===== src/hw/rtl/pcs_pkg.sv =====
// shared types and constants of the priority compaction scheduler
`timescale 1ns / 1ps
`default_nettype none
package pcs_pkg;

	// default table sizes
	localparam int PendDepthDef = 16;
	localparam int BusyDepthDef = 8;

	// field widths fixed by the item format
	localparam int IdW   = 16;
	localparam int PrioW = 16;

	typedef enum logic [1:0] {
		ACT_REQUEST  = 2'd0,
		ACT_TAKE     = 2'd1,
		ACT_COMPLETE = 2'd2,
		ACT_QUERY    = 2'd3
	} action_t;

	typedef enum logic [1:0] {
		ST_OK        = 2'd0,
		ST_NONE      = 2'd1,
		ST_PEND_FULL = 2'd2,
		ST_BUSY_FULL = 2'd3
	} status_t;

	typedef enum logic [2:0] {
		S_IDLE,
		S_SCAN,
		S_DRAIN,
		S_FIN,
		S_OUT
	} state_t;

	// sequencer strobes toward the evaluation logic
	typedef struct packed {
		logic clr;      // new item, clear the scan accumulators
		logic hit_vld;  // read data of one scan slot is present
		logic commit;   // apply the table updates of this item
	} ctl_t;

	// result of one item
	typedef struct packed {
		status_t          status;
		logic [IdW-1:0]   pick_id;
		logic             is_pending;
	} rsp_t;

endpackage
`default_nettype wire


===== src/hw/rtl/pcs_req_if.sv =====
// input item channel of the priority compaction scheduler
`timescale 1ns / 1ps
`default_nettype none
interface pcs_req_if;
	logic        valid;
	logic        ready;
	logic [1:0]  action;
	logic [15:0] part_id;
	logic signed [15:0] priority_req;

	modport source (output valid, output action, output part_id,
		output priority_req, input ready);
	modport sink (input valid, input action, input part_id,
		input priority_req, output ready);
	modport monitor (input valid, input ready, input action, input part_id,
		input priority_req);
endinterface
`default_nettype wire


===== src/hw/rtl/pcs_rsp_if.sv =====
// result channel of the priority compaction scheduler
`timescale 1ns / 1ps
`default_nettype none
interface pcs_rsp_if;
	logic        valid;
	logic        ready;
	logic [1:0]  status;
	logic [15:0] pick_id;
	logic        is_pending;

	modport source (output valid, output status, output pick_id,
		output is_pending, input ready);
	modport sink (input valid, input status, input pick_id,
		input is_pending, output ready);
	modport monitor (input valid, input ready, input status, input pick_id,
		input is_pending);
endinterface
`default_nettype wire


===== src/hw/rtl/pcs_ram.sv =====
// single port write, single port read memory with registered read data
`timescale 1ns / 1ps
`default_nettype none
module pcs_ram #(
	parameter int DEPTH = 16,
	parameter int WIDTH = 16,
	localparam int AW = (DEPTH > 1) ? $clog2(DEPTH) : 1
) (
	input  wire logic             clk,
	input  wire logic             we,
	input  wire logic [AW-1:0]    waddr,
	input  wire logic [WIDTH-1:0] wdata,
	input  wire logic             re,
	input  wire logic [AW-1:0]    raddr,
	output logic      [WIDTH-1:0] rdata
);

	logic [WIDTH-1:0] mem [DEPTH];

	// write port
	always_ff @(posedge clk) begin
		if (we) begin
			mem[waddr] <= wdata;
		end
	end

	// read port, registered read data
	always_ff @(posedge clk) begin
		if (re) begin
			rdata <= mem[raddr];
		end
	end

endmodule
`default_nettype wire


===== src/hw/rtl/pcs_eval.sv =====
// scan evaluation, table flags and commit of one scheduler item
`timescale 1ns / 1ps
`default_nettype none
module pcs_eval import pcs_pkg::*; #(
	parameter int PENDING_DEPTH = PendDepthDef,
	parameter int BUSY_DEPTH    = BusyDepthDef,
	localparam int PW     = $clog2(PENDING_DEPTH),
	localparam int BW     = (BUSY_DEPTH > 1) ? $clog2(BUSY_DEPTH) : 1,
	localparam int SCAN_N = (PENDING_DEPTH > BUSY_DEPTH) ? PENDING_DEPTH : BUSY_DEPTH,
	localparam int SCAN_W = $clog2(SCAN_N)
) (
	input  wire logic                     clk,
	input  wire logic                     arst_n,
	input  wire ctl_t                     ctl,
	input  wire logic [SCAN_W-1:0]        idx,
	input  wire action_t                  action,
	input  wire logic [IdW-1:0]           req_id,
	input  wire logic signed [PrioW-1:0]  req_prio,
	input  wire logic [IdW+PrioW-1:0]     pend_rdata,
	input  wire logic [IdW-1:0]           busy_rdata,
	output logic                          pend_we,
	output logic [PW-1:0]                 pend_waddr,
	output logic [IdW+PrioW-1:0]          pend_wdata,
	output logic                          busy_we,
	output logic [BW-1:0]                 busy_waddr,
	output logic [IdW-1:0]                busy_wdata,
	output rsp_t                          rsp
);

	// per-slot flags; pend_busy_q marks a pending id that is also in service
	logic [PENDING_DEPTH-1:0] pend_valid_q;
	logic [PENDING_DEPTH-1:0] pend_busy_q;
	logic [BUSY_DEPTH-1:0]    busy_valid_q;

	// scan accumulators
	logic                    pm_hit_q;   // id found in pending table
	logic [PW-1:0]           pm_idx_q;
	logic signed [PrioW-1:0] pm_prio_q;
	logic                    pf_hit_q;   // lowest free pending slot
	logic [PW-1:0]           pf_idx_q;
	logic                    bm_hit_q;   // id found in busy set
	logic [BW-1:0]           bm_idx_q;
	logic                    bf_hit_q;   // lowest free busy entry
	logic [BW-1:0]           bf_idx_q;
	logic                    best_hit_q; // best take-next candidate
	logic [PW-1:0]           best_idx_q;
	logic signed [PrioW-1:0] best_prio_q;
	logic [IdW-1:0]          best_id_q;

	logic [PW-1:0]           pi;
	logic [BW-1:0]           bj;
	logic                    pend_in;
	logic                    busy_in;
	logic [IdW-1:0]          rd_id;
	logic signed [PrioW-1:0] rd_prio;
	logic                    rd_pv;
	logic                    rd_bv;
	logic                    elig;
	logic                    better;
	logic                    take_ok;
	logic                    raise;

	// slot decode of the data returned this cycle
	always_comb begin
		pi      = idx[PW-1:0];
		bj      = idx[BW-1:0];
		pend_in = {1'b0, idx} < (SCAN_W+1)'(PENDING_DEPTH);
		busy_in = {1'b0, idx} < (SCAN_W+1)'(BUSY_DEPTH);
		rd_id   = pend_rdata[IdW+PrioW-1:PrioW];
		rd_prio = pend_rdata[PrioW-1:0];
		rd_pv   = pend_in && pend_valid_q[pi];
		rd_bv   = busy_in && busy_valid_q[bj];
		elig    = rd_pv && !rd_prio[PrioW-1] && !pend_busy_q[pi];
		better  = !best_hit_q || (rd_prio > best_prio_q) ||
			((rd_prio == best_prio_q) && (rd_id < best_id_q));
	end

	// hit bits of the accumulators
	always_ff @(posedge clk or negedge arst_n) begin
		if (!arst_n) begin
			pm_hit_q   <= 1'b0;
			pf_hit_q   <= 1'b0;
			bm_hit_q   <= 1'b0;
			bf_hit_q   <= 1'b0;
			best_hit_q <= 1'b0;
		end else if (ctl.clr) begin
			pm_hit_q   <= 1'b0;
			pf_hit_q   <= 1'b0;
			bm_hit_q   <= 1'b0;
			bf_hit_q   <= 1'b0;
			best_hit_q <= 1'b0;
		end else if (ctl.hit_vld) begin
			if (rd_pv && (rd_id == req_id)) begin
				pm_hit_q <= 1'b1;
			end
			if (pend_in && !rd_pv) begin
				pf_hit_q <= 1'b1;
			end
			if (rd_bv && (busy_rdata == req_id)) begin
				bm_hit_q <= 1'b1;
			end
			if (busy_in && !rd_bv) begin
				bf_hit_q <= 1'b1;
			end
			if (elig) begin
				best_hit_q <= 1'b1;
			end
		end
	end

	// payload of the accumulators
	always_ff @(posedge clk) begin
		if (ctl.hit_vld) begin
			if (rd_pv && (rd_id == req_id)) begin
				pm_idx_q  <= pi;
				pm_prio_q <= rd_prio;
			end
			if (pend_in && !rd_pv && !pf_hit_q) begin
				pf_idx_q <= pi;
			end
			if (rd_bv && (busy_rdata == req_id)) begin
				bm_idx_q <= bj;
			end
			if (busy_in && !rd_bv && !bf_hit_q) begin
				bf_idx_q <= bj;
			end
			if (elig && better) begin
				best_idx_q  <= pi;
				best_prio_q <= rd_prio;
				best_id_q   <= rd_id;
			end
		end
	end

	// commit decisions
	always_comb begin
		raise   = req_prio > pm_prio_q;
		take_ok = (action == ACT_TAKE) && best_hit_q && bf_hit_q;

		pend_we    = ctl.commit && (action == ACT_REQUEST) &&
			(pm_hit_q ? raise : pf_hit_q);
		pend_waddr = pm_hit_q ? pm_idx_q : pf_idx_q;
		pend_wdata = {req_id, req_prio};

		busy_we    = ctl.commit && take_ok;
		busy_waddr = bf_idx_q;
		busy_wdata = best_id_q;
	end

	// result of the item
	always_comb begin
		rsp.status     = ST_OK;
		rsp.pick_id    = '0;
		rsp.is_pending = 1'b0;
		case (action)
			ACT_REQUEST: begin
				if (!pm_hit_q && !pf_hit_q) begin
					rsp.status = ST_PEND_FULL;
				end
			end
			ACT_TAKE: begin
				if (!best_hit_q) begin
					rsp.status = ST_NONE;
				end else if (!bf_hit_q) begin
					rsp.status = ST_BUSY_FULL;
				end else begin
					rsp.pick_id = best_id_q;
				end
			end
			ACT_QUERY: begin
				rsp.is_pending = pm_hit_q;
			end
			default: begin
				rsp.status = ST_OK;
			end
		endcase
	end

	// flag updates at commit
	always_ff @(posedge clk or negedge arst_n) begin
		if (!arst_n) begin
			pend_valid_q <= '0;
			pend_busy_q  <= '0;
			busy_valid_q <= '0;
		end else if (ctl.commit) begin
			case (action)
				ACT_REQUEST: begin
					if (!pm_hit_q && pf_hit_q) begin
						pend_valid_q[pf_idx_q] <= 1'b1;
						pend_busy_q[pf_idx_q]  <= bm_hit_q;
					end
				end
				ACT_TAKE: begin
					if (take_ok) begin
						pend_valid_q[best_idx_q] <= 1'b0;
						busy_valid_q[bf_idx_q]   <= 1'b1;
					end
				end
				ACT_COMPLETE: begin
					if (bm_hit_q) begin
						busy_valid_q[bm_idx_q] <= 1'b0;
						if (pm_hit_q) begin
							pend_busy_q[pm_idx_q] <= 1'b0;
						end
					end
				end
				default: begin
					pend_valid_q <= pend_valid_q;
				end
			endcase
		end
	end

endmodule
`default_nettype wire


===== src/hw/rtl/priority_compaction_scheduler_unit.sv =====
// top level of the priority compaction scheduler
// Keeps up to PENDING_DEPTH pending partition ids with signed Q8.8 priorities
// and up to BUSY_DEPTH ids in service. Every item, whatever its action, walks
// both tables once through their memory read ports, one slot per cycle, then
// commits its updates in a single cycle and loads the result register. An
// item occupies the block from acceptance until its result is loaded into the
// result register, and only then can the next item be accepted. The result
// register frees the input side, so a new item is accepted while an earlier
// result still waits to be taken. The block needs no clearing pass after
// reset.
`timescale 1ns / 1ps
`default_nettype none
module priority_compaction_scheduler_unit import pcs_pkg::*; #(
	parameter int PENDING_DEPTH = PendDepthDef,
	parameter int BUSY_DEPTH    = BusyDepthDef
) (
	input  wire logic clk,
	input  wire logic arst_n,
	pcs_req_if.sink   req,
	pcs_rsp_if.source rsp
);

	localparam int PW     = $clog2(PENDING_DEPTH);
	localparam int BW     = (BUSY_DEPTH > 1) ? $clog2(BUSY_DEPTH) : 1;
	localparam int SCAN_N = (PENDING_DEPTH > BUSY_DEPTH) ? PENDING_DEPTH : BUSY_DEPTH;
	localparam int SCAN_W = $clog2(SCAN_N);
	localparam logic [SCAN_W-1:0] ScanLast = SCAN_W'(SCAN_N - 1);

	state_t state_q, state_d;
	logic [SCAN_W-1:0]       cnt_q;
	logic [SCAN_W-1:0]       cnt_s1;
	logic                    scan_vld_s1;
	action_t                 act_q;
	logic [IdW-1:0]          id_q;
	logic signed [PrioW-1:0] prio_q;
	logic                    rsp_valid_q;
	rsp_t                    rsp_q;

	ctl_t                    ctl;
	logic                    rd_en;
	logic                    accept;
	logic                    out_free;
	logic                    out_load;
	rsp_t                    eval_rsp;

	logic                    pend_we;
	logic [PW-1:0]           pend_waddr;
	logic [IdW+PrioW-1:0]    pend_wdata;
	logic [IdW+PrioW-1:0]    pend_rdata;
	logic                    busy_we;
	logic [BW-1:0]           busy_waddr;
	logic [IdW-1:0]          busy_wdata;
	logic [IdW-1:0]          busy_rdata;

	// next state
	always_comb begin
		state_d = state_q;
		case (state_q)
			S_IDLE:  if (req.valid) state_d = S_SCAN;
			S_SCAN:  if (cnt_q == ScanLast) state_d = S_DRAIN;
			S_DRAIN: state_d = S_FIN;
			S_FIN:   state_d = S_OUT;
			S_OUT:   if (out_free) state_d = S_IDLE;
			default: state_d = S_IDLE;
		endcase
	end

	// sequencer outputs
	always_comb begin
		out_free    = !rsp_valid_q || rsp.ready;
		req.ready   = (state_q == S_IDLE);
		accept      = (state_q == S_IDLE) && req.valid;
		rd_en       = (state_q == S_SCAN);
		out_load    = (state_q == S_OUT) && out_free;
		ctl.clr     = accept;
		ctl.hit_vld = scan_vld_s1;
		ctl.commit  = (state_q == S_FIN);
	end

	always_ff @(posedge clk or negedge arst_n) begin
		if (!arst_n) begin
			state_q <= S_IDLE;
		end else begin
			state_q <= state_d;
		end
	end

	// slot counter and its read-data stage
	always_ff @(posedge clk or negedge arst_n) begin
		if (!arst_n) begin
			cnt_q       <= '0;
			scan_vld_s1 <= 1'b0;
		end else begin
			scan_vld_s1 <= rd_en;
			if (accept) begin
				cnt_q <= '0;
			end else if (rd_en) begin
				cnt_q <= cnt_q + 1'b1;
			end
		end
	end

	always_ff @(posedge clk) begin
		cnt_s1 <= cnt_q;
	end

	// item capture
	always_ff @(posedge clk) begin
		if (accept) begin
			act_q  <= action_t'(req.action);
			id_q   <= req.part_id;
			prio_q <= req.priority_req;
		end
	end

	// result register
	always_ff @(posedge clk or negedge arst_n) begin
		if (!arst_n) begin
			rsp_valid_q <= 1'b0;
		end else if (out_load) begin
			rsp_valid_q <= 1'b1;
		end else if (rsp.ready) begin
			rsp_valid_q <= 1'b0;
		end
	end

	always_ff @(posedge clk) begin
		if (out_load) begin
			rsp_q <= eval_rsp;
		end
	end

	always_comb begin
		rsp.valid      = rsp_valid_q;
		rsp.status     = rsp_q.status;
		rsp.pick_id    = rsp_q.pick_id;
		rsp.is_pending = rsp_q.is_pending;
	end

	// pending table: {id, priority}
	pcs_ram #(
		.DEPTH (PENDING_DEPTH),
		.WIDTH (IdW + PrioW)
	) u_pend_ram (
		.clk   (clk),
		.we    (pend_we),
		.waddr (pend_waddr),
		.wdata (pend_wdata),
		.re    (rd_en),
		.raddr (cnt_q[PW-1:0]),
		.rdata (pend_rdata)
	);

	// busy set ids
	pcs_ram #(
		.DEPTH (BUSY_DEPTH),
		.WIDTH (IdW)
	) u_busy_ram (
		.clk   (clk),
		.we    (busy_we),
		.waddr (busy_waddr),
		.wdata (busy_wdata),
		.re    (rd_en),
		.raddr (cnt_q[BW-1:0]),
		.rdata (busy_rdata)
	);

	pcs_eval #(
		.PENDING_DEPTH (PENDING_DEPTH),
		.BUSY_DEPTH    (BUSY_DEPTH)
	) u_eval (
		.clk        (clk),
		.arst_n     (arst_n),
		.ctl        (ctl),
		.idx        (cnt_s1),
		.action     (act_q),
		.req_id     (id_q),
		.req_prio   (prio_q),
		.pend_rdata (pend_rdata),
		.busy_rdata (busy_rdata),
		.pend_we    (pend_we),
		.pend_waddr (pend_waddr),
		.pend_wdata (pend_wdata),
		.busy_we    (busy_we),
		.busy_waddr (busy_waddr),
		.busy_wdata (busy_wdata),
		.rsp        (eval_rsp)
	);

endmodule
`default_nettype wire


===== src/flat_wrapper.sv =====
// flat-port wrapper written by rule: the top's interface ports become plain ports
module priority_compaction_scheduler_unit_flat import pcs_pkg::*;
#(
	parameter int PENDING_DEPTH = PendDepthDef,
	parameter int BUSY_DEPTH    = BusyDepthDef
)
  (clk, arst_n, req_valid, req_action, req_part_id, req_priority_req, req_ready, rsp_valid, rsp_status, rsp_pick_id, rsp_is_pending, rsp_ready);
  pcs_req_if req_i ();
  pcs_rsp_if rsp_i ();
  input  wire logic clk;
  input  wire logic arst_n;
  input wire logic [$bits(req_i.valid)-1:0] req_valid;
  input wire logic [$bits(req_i.action)-1:0] req_action;
  input wire logic [$bits(req_i.part_id)-1:0] req_part_id;
  input wire logic [$bits(req_i.priority_req)-1:0] req_priority_req;
  output wire logic [$bits(req_i.ready)-1:0] req_ready;
  output wire logic [$bits(rsp_i.valid)-1:0] rsp_valid;
  output wire logic [$bits(rsp_i.status)-1:0] rsp_status;
  output wire logic [$bits(rsp_i.pick_id)-1:0] rsp_pick_id;
  output wire logic [$bits(rsp_i.is_pending)-1:0] rsp_is_pending;
  input wire logic [$bits(rsp_i.ready)-1:0] rsp_ready;
  assign req_i.valid = req_valid;
  assign req_i.action = req_action;
  assign req_i.part_id = req_part_id;
  assign req_i.priority_req = req_priority_req;
  assign req_ready = req_i.ready;
  assign rsp_valid = rsp_i.valid;
  assign rsp_status = rsp_i.status;
  assign rsp_pick_id = rsp_i.pick_id;
  assign rsp_is_pending = rsp_i.is_pending;
  assign rsp_i.ready = rsp_ready;
  priority_compaction_scheduler_unit #(.PENDING_DEPTH(PENDING_DEPTH), .BUSY_DEPTH(BUSY_DEPTH)) u_core (.clk(clk), .arst_n(arst_n), .req(req_i), .rsp(rsp_i));
endmodule

===== config.mk =====
export PLATFORM = sky130hd
export DESIGN_NAME = priority_compaction_scheduler_unit_flat
export DESIGN_NICKNAME = d
export VERILOG_FILES = /design/src/hw/rtl/pcs_pkg.sv /design/src/hw/rtl/pcs_req_if.sv /design/src/hw/rtl/pcs_rsp_if.sv /design/src/hw/rtl/pcs_ram.sv /design/src/hw/rtl/pcs_eval.sv /design/src/hw/rtl/priority_compaction_scheduler_unit.sv /design/src/flat_wrapper.sv
export SDC_FILE = /design/constraint.sdc
export NUM_CORES = 1
export LEC_CHECK = 0
export BUFFER_PORTS_ARGS = -buffer_cell sky130_fd_sc_hd__buf_2
export CORE_ASPECT_RATIO = 1.25
export CORE_MARGIN = 8
export CORE_UTILIZATION = 30
export CTS_CLUSTER_SIZE = 28
export DETAILED_ROUTE_END_ITERATION = 6
export GPL_TIMING_DRIVEN = 1
export HOLD_SLACK_MARGIN = 0.1
export PLACE_DENSITY = 0.51
export SETUP_SLACK_MARGIN = 0.5
export SYNTH_ARGS = -nofsm -noshare
export SYNTH_HDL_FRONTEND = slang
export SYNTH_HIERARCHICAL = 1
export SYNTH_SLANG_ARGS = --single-unit
export TNS_END_PERCENT = 1

===== constraint.sdc =====
create_clock -name clk -period 4.3 [get_ports clk]
set_input_delay 0.645 -clock clk [delete_from_list [all_inputs] [get_ports clk]]
set_output_delay 0.645 -clock clk [all_outputs]
set_load 0.1 [all_outputs]

==> Word level (Yosys, flattened, before mapping) <==
Memories as Yosys holds them, arrays and structs flattened. A register that Yosys moved wholly into a read port is not among the register bits.
Index checks and enable logic that the tools add are counted.
{ "word_totals": {"mem_count": 2, "ramBits": 640, "out_inout_bits": 21, "regBits": 177} }
{ "op_classes": {"n_lt_le_gt_ge": 16, "reduce_logical": 63, "bitwise": 8, "mux": 60, "addsub": 1, "n_eq_ne": 19} }
{ "mem_list": {"columns": ["memory", "words", "word_bits", "rd", "rd_ports_with_merged_regs", "write_ports", "line_no", "rtl"], "rows": [
  ["u_core.u_pend_ram.mem", 16, 32, 1, 1, 1, "pcs_ram.sv:18", "logic [WIDTH-1:0] mem [DEPTH];"],
  ["u_core.u_busy_ram.mem", 8, 16, 1, 1, 1, "pcs_ram.sv:18", null]
]} }
{ "ops": {"columns": ["cell", "n"], "rows": [
  ["$mux W16", 5],
  ["$pmux W16 S2", 2],
  ["$eq A16 B16 Y1", 3],
  ["$and A16 B16 Y16", 2],
  ["$gt A16 B16 Y1", 2],
  ["$not A16 Y16", 2],
  ["$mux W1", 30],
  ["$logic_and A1 B1 Y1", 24],
  ["$lt A4 B5 Y1 const B", 4],
  ["$reduce_and A2 Y1", 10],
  ["$reduce_bool A2 Y1", 10],
  ["$bwmux W16", 1],
  ["$lt A16 B16 Y1", 1],
  ["$mux W8", 2],
  ["$or A16 B16 Y16", 1],
  ["$pmux W8 S2", 1],
  ["$pmux W3 S5", 1],
  ["$demux W1 S4", 3],
  ["$ge A4 B1 Y1 const B", 3],
  ["$lt A3 B4 Y1 const B", 3],
  ["$mux W4", 3],
  ["$ne A2 B2 Y1 const B", 5],
  ["$logic_not A1 Y1", 9],
  ["$mux W3", 3],
  ["24 further kinds", 37]
]} }

==> Depth between registers and ports, before layout <==
Gate-level depths: netlist of the first run.
{ "logic_depth": {"depth_word": 9, "ltp_mapped": 10, "mapped_depth_nobuf": 10} }

==> By module <==
The synthesis of the first run kept the hierarchy.
{ "by_module_without_submodules": {"columns": ["mod", "n_inst", "cells_each", "area_per_inst_um2"], "rows": [
  ["pcs_ram (u_core.u_pend_ram)", 1, 838, 20155.6],
  ["pcs_eval", 1, 612, 6462.4],
  ["pcs_ram (u_core.u_busy_ram)", 1, 214, 5454.0],
  ["priority_compaction_scheduler_unit", 1, 98, 2090.8]
]} }

==> Least setup slack after synthesis of the first run <==
No wires, ideal clock.
{ "synth_path": {"path_type": "register to register", "startpoint": "register u_core.prio_q[15]", "endpoint": "memory u_core/u_pend_ram/mem[0][0] in the netlist's numbering (enable)", "arrival_ns": 4.051, "path_stages_with_launch": 9, "required_time_ns": 3.839, "setup_time_ns": 0.461, "slack_ns": -0.212, "path_cell_list": "edfxtp_1 > ha_1 > nand4_1 > nor3_1 > a21oi_1 > o21ai_0 > a31o_2 > or3b_2 > nor3_1"} }
{ "synth_between": {"elab_chain_cells": 5} }
{ "synth_rtl": {"columns": ["element", "line_no", "rtl"], "rows": [
  ["from (decl)", "priority_compaction_scheduler_unit.sv:35", "logic signed [PrioW-1:0] prio_q;"],
  ["from (signal assigned)", "priority_compaction_scheduler_unit.sv:112", "prio_q <= req.priority_req;"],
  ["$gt A16 B16 Y1", "pcs_eval.sv:137", "raise = req_prio > pm_prio_q;"],
  ["$mux W1", "pcs_eval.sv:141", "(pm_hit_q ? raise : pf_hit_q);"],
  ["$logic_and A1 B1 Y1", "pcs_eval.sv:140", "pend_we = ctl.commit && (action == ACT_REQUEST) &&"],
  ["net u_core.pend_we", "priority_compaction_scheduler_unit.sv:46", "logic pend_we;"],
  ["$mux W1", "pcs_ram.sv:22", "if (we) begin"],
  ["$mux W1 (not written as such)", "pcs_ram.sv:23", "mem[waddr] <= wdata;"],
  ["to (decl)", "pcs_ram.sv:18", null]
]} }
The timed path passes the listed nets, and every way through them passes these cells.

==> Worst setup path in the final report of the first run <==
{ "layout_path": {"startpoint": "register u_core.prio_q[13]", "endpoint": "memory u_core/u_pend_ram/mem[0][23] in the netlist's numbering (enable)"} }
The elaborated chain is that of the path after synthesis.

==> results of run 1 <==
-- how the worst max path moves through the flow --
stage                     slack [ps]                           end  cells past startpoint
after floorplan                 -120               u_core/act_q[0]                      3
after global placement           650   u_core/u_eval/best_idx_q[3]                      8
after detailed placement         630  u_core/u_eval/best_prio_q[4]                      8
after CTS                        620  u_core/u_eval/best_prio_q[4]                      8
after global routing             620  u_core/u_pend_ram/mem[1][21]                      9
final                            790  u_core/u_pend_ram/mem[0][23]                      9
-- cells in the mapped netlist, types with 3 or more instances --
master       n  share of area, %
nand2b_1    16              0.29
dfxtp_1      4              0.23
ha_1        48               1.8
a21o_1       4             0.088
mux4_1      35               2.7
a41oi_1      3             0.077
nand3_1     12              0.18
o21a_1       3             0.066
clkbuf_1    25              0.27
o22a_1       3             0.077
edfxtp_1   807                71
dfrtp_1     54               4.0
o32ai_1      4              0.10
mux4_2     136               9.0
nor2b_1      9              0.16
a22oi_1     64               1.4
buf_4       41              0.90
mux2_2      21              0.69
buf_6        6              0.20
a31oi_1      9              0.16
inv_1       57              0.63
nand2_1     69              0.76
o22ai_1     12              0.22
buf_2       12              0.18
nor2_1      91               1.0
nor3_1      19              0.28
a2111oi_0    3             0.077
buf_1       14              0.15
nor4_1      22              0.40
a21oi_1     59              0.86
xnor2_1     19              0.49
nand4_1     13              0.24
and3_1       5             0.092
nand3b_1     3             0.066
nor3b_1      3             0.066
o21ai_0      8              0.12
and2_1       5             0.092
xor2_1      15              0.38
-- cells by family (layout without fill, tap and decap cells) --
family | count (synthesis) | in the layout
flip-flops | 865 | 865
AND/OR/NAND/NOR | 277 | 277
multiplexers | 194 | 194
AO/OA/AOI/OAI | 185 | 185
buffers and inverters | 159 | 355
adder cells (fa/ha/maj) | 48 | 48
XOR/XNOR | 34 | 34
other | 0 | 1
-- layer usage --
layer	wire length [um]	vias up	global-route usage [%]
met5	26	-	0
li1	-	7370	-
met3	3630	122	1.91
met2	42400	449	23.1
met4	1770	4	3.77
met1	35400	9079	16.7
-- through the flow --
stage | area, um^2 | std cells | setup WS, ps | power [mW]
2_1_floorplan | 34200 | 1762 | -124 | 14.2
3_3_place_gp | 36600 | 3265 | 650 | 15.9
3_5_place_dp | 36600 | 3265 | 631 | 16.0
4_1_cts | 39300 | 3427 | 618 | 23.3
5_1_grt | 39400 | 3428 | 624 | 24.0
6_report | 39400 | 3429 | 793 | 23.0
-- layout make-up --
class,instances,area (um^2),area share [%]
diodes,1,2.50,0.00636
clock buffers,121,2400,6.10
flip-flops and latches,865,25700,65.2
multi-input cells,738,7840,19.9
well taps,1470,1840,4.67
inverters,59,221,0.563
repair buffers,135,1070,2.72
clock inverters,40,324,0.823
-- power by group --
part	total, mW	internal, mW	switching [mW]	leakage, nW
clock	7.31	4.15	3.16	1.33
combinational	5.04	2.28	2.76	3.64
sequential	10.6	9.98	0.667	8.09
total	23.0	16.4	6.58	13.1
-- flip-flops by register name, summed over array words and instances, names as in the netlist, 8 cells and up --
name	cells
u_core/u_pend_ram/mem	512
u_core/u_busy_ram/mem	128
u_core/u_pend_ram/rdata	32
u_core/id_q	16
u_core/prio_q	16
u_core/rsp.pick_id	16
u_core/u_busy_ram/rdata	16
u_core/u_eval/best_prio_q	16
u_core/u_eval/busy_wdata	16
u_core/u_eval/pend_busy_q	16
u_core/u_eval/pend_valid_q	16
u_core/u_eval/pm_prio_q	16
u_core/u_eval/busy_valid_q	8
-- repair_timing --
item | 4_1_cts | 5_1_grt
gates resized for setup | 0 | 0
hold endpoints to repair | 21 | 0
hold buffers | 1 | 0
buffers inserted | 0 | 1
endpoints found under the setup margin | 0 | 20
-- critical path, delay by kind of cell (launching register included) --
family	cells	cell delay, ps
compound gates	3	420
fa+ha+maj	1	410
buf+inv	1	450
flops	1	640
simple gates	4	1160
==> results.sh, run 1 <==
export IMPL_pin_count=59
export IMPL_grt_setup_unrepaired="false"
export IMPL_fin_util_pct=34.8
export IMPL_overflow=0
export IMPL_cp_startpoint="u_core/prio_q[13]"
export IMPL_seq_area_frac_synth_pct=75.1
export IMPL_cp_start_kind="register"
export IMPL_synth_top_family_by_area="multiplexers"
export IMPL_fmax_mhz=285
export IMPL_rows=138
export IMPL_grt_pass1_wl_um=122000
export IMPL_worstPathCellList="ha_1 -> nand4_1 -> nor3_1 -> a21oi_1 -> o21ai_0 -> a31o_2 -> or3b_2 -> nor3_4 -> buf_4"
export IMPL_cts_tree="done"
export IMPL_final_setup_viol_count=0
export IMPL_drt_initial_drc_count=1422
export IMPL_synth_area_per_cell_um2=19.4
export IMPL_synthFlopType="edfxtp_1"
export IMPL_cts_made_buffers=87
export IMPL_vias=17000
export IMPL_drt_wl_total_um=83200
export IMPL_fin_crit_sh_pct=81.6
export IMPL_antenna_found_initial=3
export IMPL_slowest_stage="edfxtp_1"
export IMPL_nNetsFinal=1972
export IMPL_arrival_ps=3760
export IMPL_synth_distinct_cells=60
export IMPL_ant_nets=0
export IMPL_async_flop_share_pct=6.24
export IMPL_die_y_um=393
export IMPL_die_x_um=318
export IMPL_synth_warnings=6
export IMPL_setup_tns_ps=0
export IMPL_min_from="req_priority_req[12]"
export IMPL_hold_viol_final=0
export IMPL_clock_skew_final_ps=33.4
export IMPL_clk_latency_ps=650
export IMPL_drv_cap=0
export IMPL_synthAdderAreaFrac_pct=1.76
export IMPL_io_buffer_count=58
export IMPL_hpwl_um=52800
export IMPL_wl_per_cell_um=24.3
export IMPL_syn_nets=1848
export IMPL_grt_usage_pct=13.1
export IMPL_drv_slew=0
export IMPL_holdWs_ps=183
export IMPL_synth_edf_count=807
export IMPL_area_growth_pct=15.2
export IMPL_core_region_area_um2=113000
export IMPL_synth_area_um2=34200
export IMPL_grt_max_degree=49
export IMPL_synthCells=1762
export IMPL_synthSimpleGateAreaFrac_pct=3.86
export IMPL_reg2reg_to="u_core/u_pend_ram/mem[0][23]"
export IMPL_root_buffer="clkbuf_16"
export IMPL_r2r_start="u_core/prio_q[13]"
export IMPL_ys_ff_latch=865
export IMPL_cts_buffer_depth=3
export IMPL_final_common_cell="edfxtp_1"
export IMPL_die_area_um2=125000
export IMPL_initial_core_util_pct=30.2
export IMPL_fillers=10400
export IMPL_leakagePower_nw=13.1
export IMPL_cp_max_fo=26
export IMPL_gp_congestion=0.822
export IMPL_htreeDepth=3
export IMPL_p_per_area_nw_per_um2=584
export IMPL_fin_crit_ps=3510
export IMPL_cp_slowest_stage_delay_ps=640
export IMPL_mostFrequentLayoutCells="edfxtp_1 (807), mux4_2 (136), clkbuf_16 (91), nor2_1 (78), nand2_1 (69)"
export IMPL_ir_drop_mv=0.370
export IMPL_synth_compound_area_share_pct=3.57
export IMPL_worst_setup_path_end_kind="register"
export IMPL_worst_pin_slew_ps=977
export IMPL_status="complete, no violations"
export IMPL_muxShareOfSynthArea_pct=12.4
export IMPL_clock_sinks=865
export IMPL_r2r_setup_slack_ps=790
export IMPL_drcViolationCount=0
export IMPL_synth_xor_area_share_pct=0.872
export IMPL_viasPerCell=4.96
export IMPL_worst_setup_path_type="register to register"
export IMPL_clkTransAtPathRegs_ps=60
export IMPL_holdPathStages=1
export IMPL_dr_pass1_iters=5
export IMPL_cp_required_ps=4560
export IMPL_grt_pass1_vias=18000
export IMPL_worstRegToRegCells=9
export IMPL_hold_class="input port to register"
export IMPL_final_layout_size_suffix_gt1_share_pct=22.5
export IMPL_hold_path_end="u_core/prio_q[12]"
export IMPL_slew_headroom_pct=33.2
Note: power is estimated with default switching activity, not from simulation.
==> run 2: changes to the inputs <==
==> constraint.sdc (replaced) <==
create_clock -name clk -period 2.97 [get_ports clk]
set_input_delay 0.4455 -clock clk [delete_from_list [all_inputs] [get_ports clk]]
set_output_delay 0.4455 -clock clk [all_outputs]
set_load 0.1 [all_outputs]
==> run 2 against run 1 <==
Worst setup slack got worse by 710 ps. Sequential cell count unchanged. Design area increased by 3.9%. Via count increased by 3.2%. Clock-buffer cell count decreased by 10. Fmax increased by 22%. Sequential power increased by 43%. Clock skew decreased by 7.1 ps.
==> results.sh, run 2 (synthesis results as in run 1) <==
export IMPL_status="complete, no violations"
export IMPL_ir_drop_mv=0.453
export IMPL_holdWs_ps=175
export IMPL_crit_buf_inv=4
export IMPL_setup_tns_ps=0
export IMPL_core_region_area_um2=113000
export IMPL_pin_count=59
export IMPL_area_growth_pct=19.7
export IMPL_grt_setup_unrepaired="true"
export IMPL_die_y_um=393
export IMPL_clk_latency_ps=650
export IMPL_place_ws_ps=-409
export IMPL_fin_crit_ps=2890
export IMPL_route_met3_wl_um=3340
export IMPL_die_x_um=318
export IMPL_drt_initial_drc_count=1306
export IMPL_grt_pass1_wl_um=126000
export IMPL_antennaDiodeCount=0
export IMPL_highest_layer="met4"
export IMPL_grt_pass1_vias=18700
export IMPL_cp_start_kind="register"
export IMPL_drcViolationCount=0
export IMPL_gp_congestion=0.822
export IMPL_dpl_cell_count=3356
export IMPL_fin_cells=3560
export IMPL_slowest_stage="edfxtp_1"
export IMPL_largest_reg_flops=512
export IMPL_die_area_um2=125000
export IMPL_critPathTopFamily="simple AND/OR/NAND/NOR gates"
export IMPL_clock_skew_final_ps=26.3
export IMPL_p_per_area_nw_per_um2=826
export IMPL_io_buffer_count=58
export IMPL_nNetsFinal=2107
export IMPL_mostFrequentLayoutCells="edfxtp_1 (807), mux4_2 (136), buf_4 (126), clkbuf_16 (90), nor2_1 (78)"
export IMPL_fmax_mhz=347
export IMPL_clkTransAtPathRegs_ps=60
export IMPL_clock_sinks=865
export IMPL_worstPathCellList="ha_1 -> nand4_1 -> nor3_2 -> a21oi_1 -> o21ai_1 -> a31o_2 -> buf_6 -> or3b_4 -> buf_6 -> nor2_4 -> buf_12 -> clkbuf_16"
export IMPL_root_buffer="clkbuf_16"
export IMPL_hpwl_um=57200
export IMPL_cts_tree="done"
export IMPL_wl_met1_um=36500
export IMPL_grt_usage_pct=13.6
export IMPL_crit_path_frequent_cell="buf_6"
export IMPL_initial_core_util_pct=30.2
export IMPL_dr_pass1_iters=5
export IMPL_cp_slowest_stage_delay_ps=400
export IMPL_cp_required_ps=3330
export IMPL_hold_class="input port to register"
export IMPL_drv_cap=0
export IMPL_drv_slew=0
export IMPL_top_regs="u_core/u_pend_ram/mem x512, u_core/u_busy_ram/mem x128, u_core/u_pend_ram/rdata x32"
export IMPL_viasPerCell=4.93
export IMPL_regMostFlops="u_core/u_pend_ram/mem"
export IMPL_overflow=0
export IMPL_htreeDepth=3
export IMPL_fillers=10300
export IMPL_fin_crit_sh_pct=97.2
export IMPL_setup_ws_ps=84.0
export IMPL_multi_input_comb_area_um2=8020
export IMPL_arrival_ps=3250
export IMPL_hold_viol_final=0
export IMPL_ff_latch_area_um2=25700
export IMPL_leakagePower_nw=13.8
export IMPL_ant_nets=0
export IMPL_rows=138
export IMPL_final_common_cell="edfxtp_1"
export IMPL_slew_headroom_pct=45.7
export IMPL_grt_max_degree=55
export IMPL_cp_max_fo=8
export IMPL_drt_wl_total_um=86300
export IMPL_wl_per_cell_um=24.3
export IMPL_cts_buffer_depth=3
export IMPL_final_layout_size_suffix_gt1_share_pct=26.9
export IMPL_worst_setup_path_end_kind="register"
export IMPL_cts_made_buffers=87
export IMPL_vias=17600
export IMPL_antenna_found_initial=1
export IMPL_power_total_mw=33.8
export IMPL_worst_setup_path_type="register to register"
export IMPL_worst_pin_slew_ps=807
export IMPL_wl_met2_um=44500
export IMPL_final_setup_viol_count=0
[run 2: cell count changes in the layout (fill, tap and decap cells not counted), sizes merged]
cell / before / now
clkinv: 34 / 38
dlygate4sd3: 1 / 36
inv: 59 / 60
clkbuf: 121 / 113
buf: 134 / 229
bufinv: 4 / 2
clkinvlp: 2 / 6
diode: 1 / 0
nor2: 91 / 94
[run 2: worst paths after layout]
path                                        startpoint                       endpoint  slack [ps]  cells after the start
max                                  u_core/prio_q[14]    u_core/u_pend_ram/mem[1][1]          80                     12
min                                          req_valid              u_core/state_q[0]         180                      3
max reg2reg                          u_core/prio_q[14]    u_core/u_pend_ram/mem[1][1]          80                     12
min reg2reg                u_core/u_pend_ram/rdata[16]    u_core/u_eval/busy_wdata[0]         500                      0
max in group asynchronous                       arst_n                u_core/cnt_q[0]        1910                      3
min in group asynchronous                       arst_n  u_core/u_eval/pend_valid_q[5]         480                      3
[run 2: cell type report]
cell class	instances	area share [%]
Timing Repair Buffer	267	6.14
Sequential cell	865	62.8
Clock buffer	111	5.60
Multi-Input combinational cell	741	19.6
Inverter	59	0.541
Clock inverter	47	0.850
Tap cell	1470	4.50
[run 2: report_power, final]
part	leakage, nW	switching [mW]	internal [mW]	total [mW]
sequential	8.09	0.761	14.4	15.2
clock	1.28	4.60	5.66	10.3
combinational	4.39	4.54	3.80	8.33
[run 2: worst register-to-register path, stage by stage (launching register included)]
cell	delay (ps)
edfxtp_1	400
ha_1	320
nand4_1	180
nor3_2	250
a21oi_1	90
o21ai_1	80
a31o_2	210
buf_6	110
or3b_4	390
buf_6	150
nor2_4	120
buf_12	150
clkbuf_16	170
[run 2: what timing repair did]
item                                   4_1_cts  5_1_grt
endpoints found under the hold margin       90        0
hold buffers                                36        0
gates cloned                                 3        2
pin swaps                                    8       10
resized for setup                           19        8
setup buffers                                3        2
setup endpoints to repair                  574      580
[run 2: through the flow]
step,cell area [um^2],util [%]
after floorplan,34300,-
after global placement,37700,33.3
after detailed placement,37700,33.3
after CTS,40800,36.0
after global routing,40900,36.2
final,40900,36.2
[run 2: routing by layer]
metal / global-route usage [%] / vias to the layer above
met5: 0 / -
met4: 4.24 / 0
met3: 1.89 / 114
met2: 24.2 / 408
met1: 17.0 / 9393
li1: - / 7646
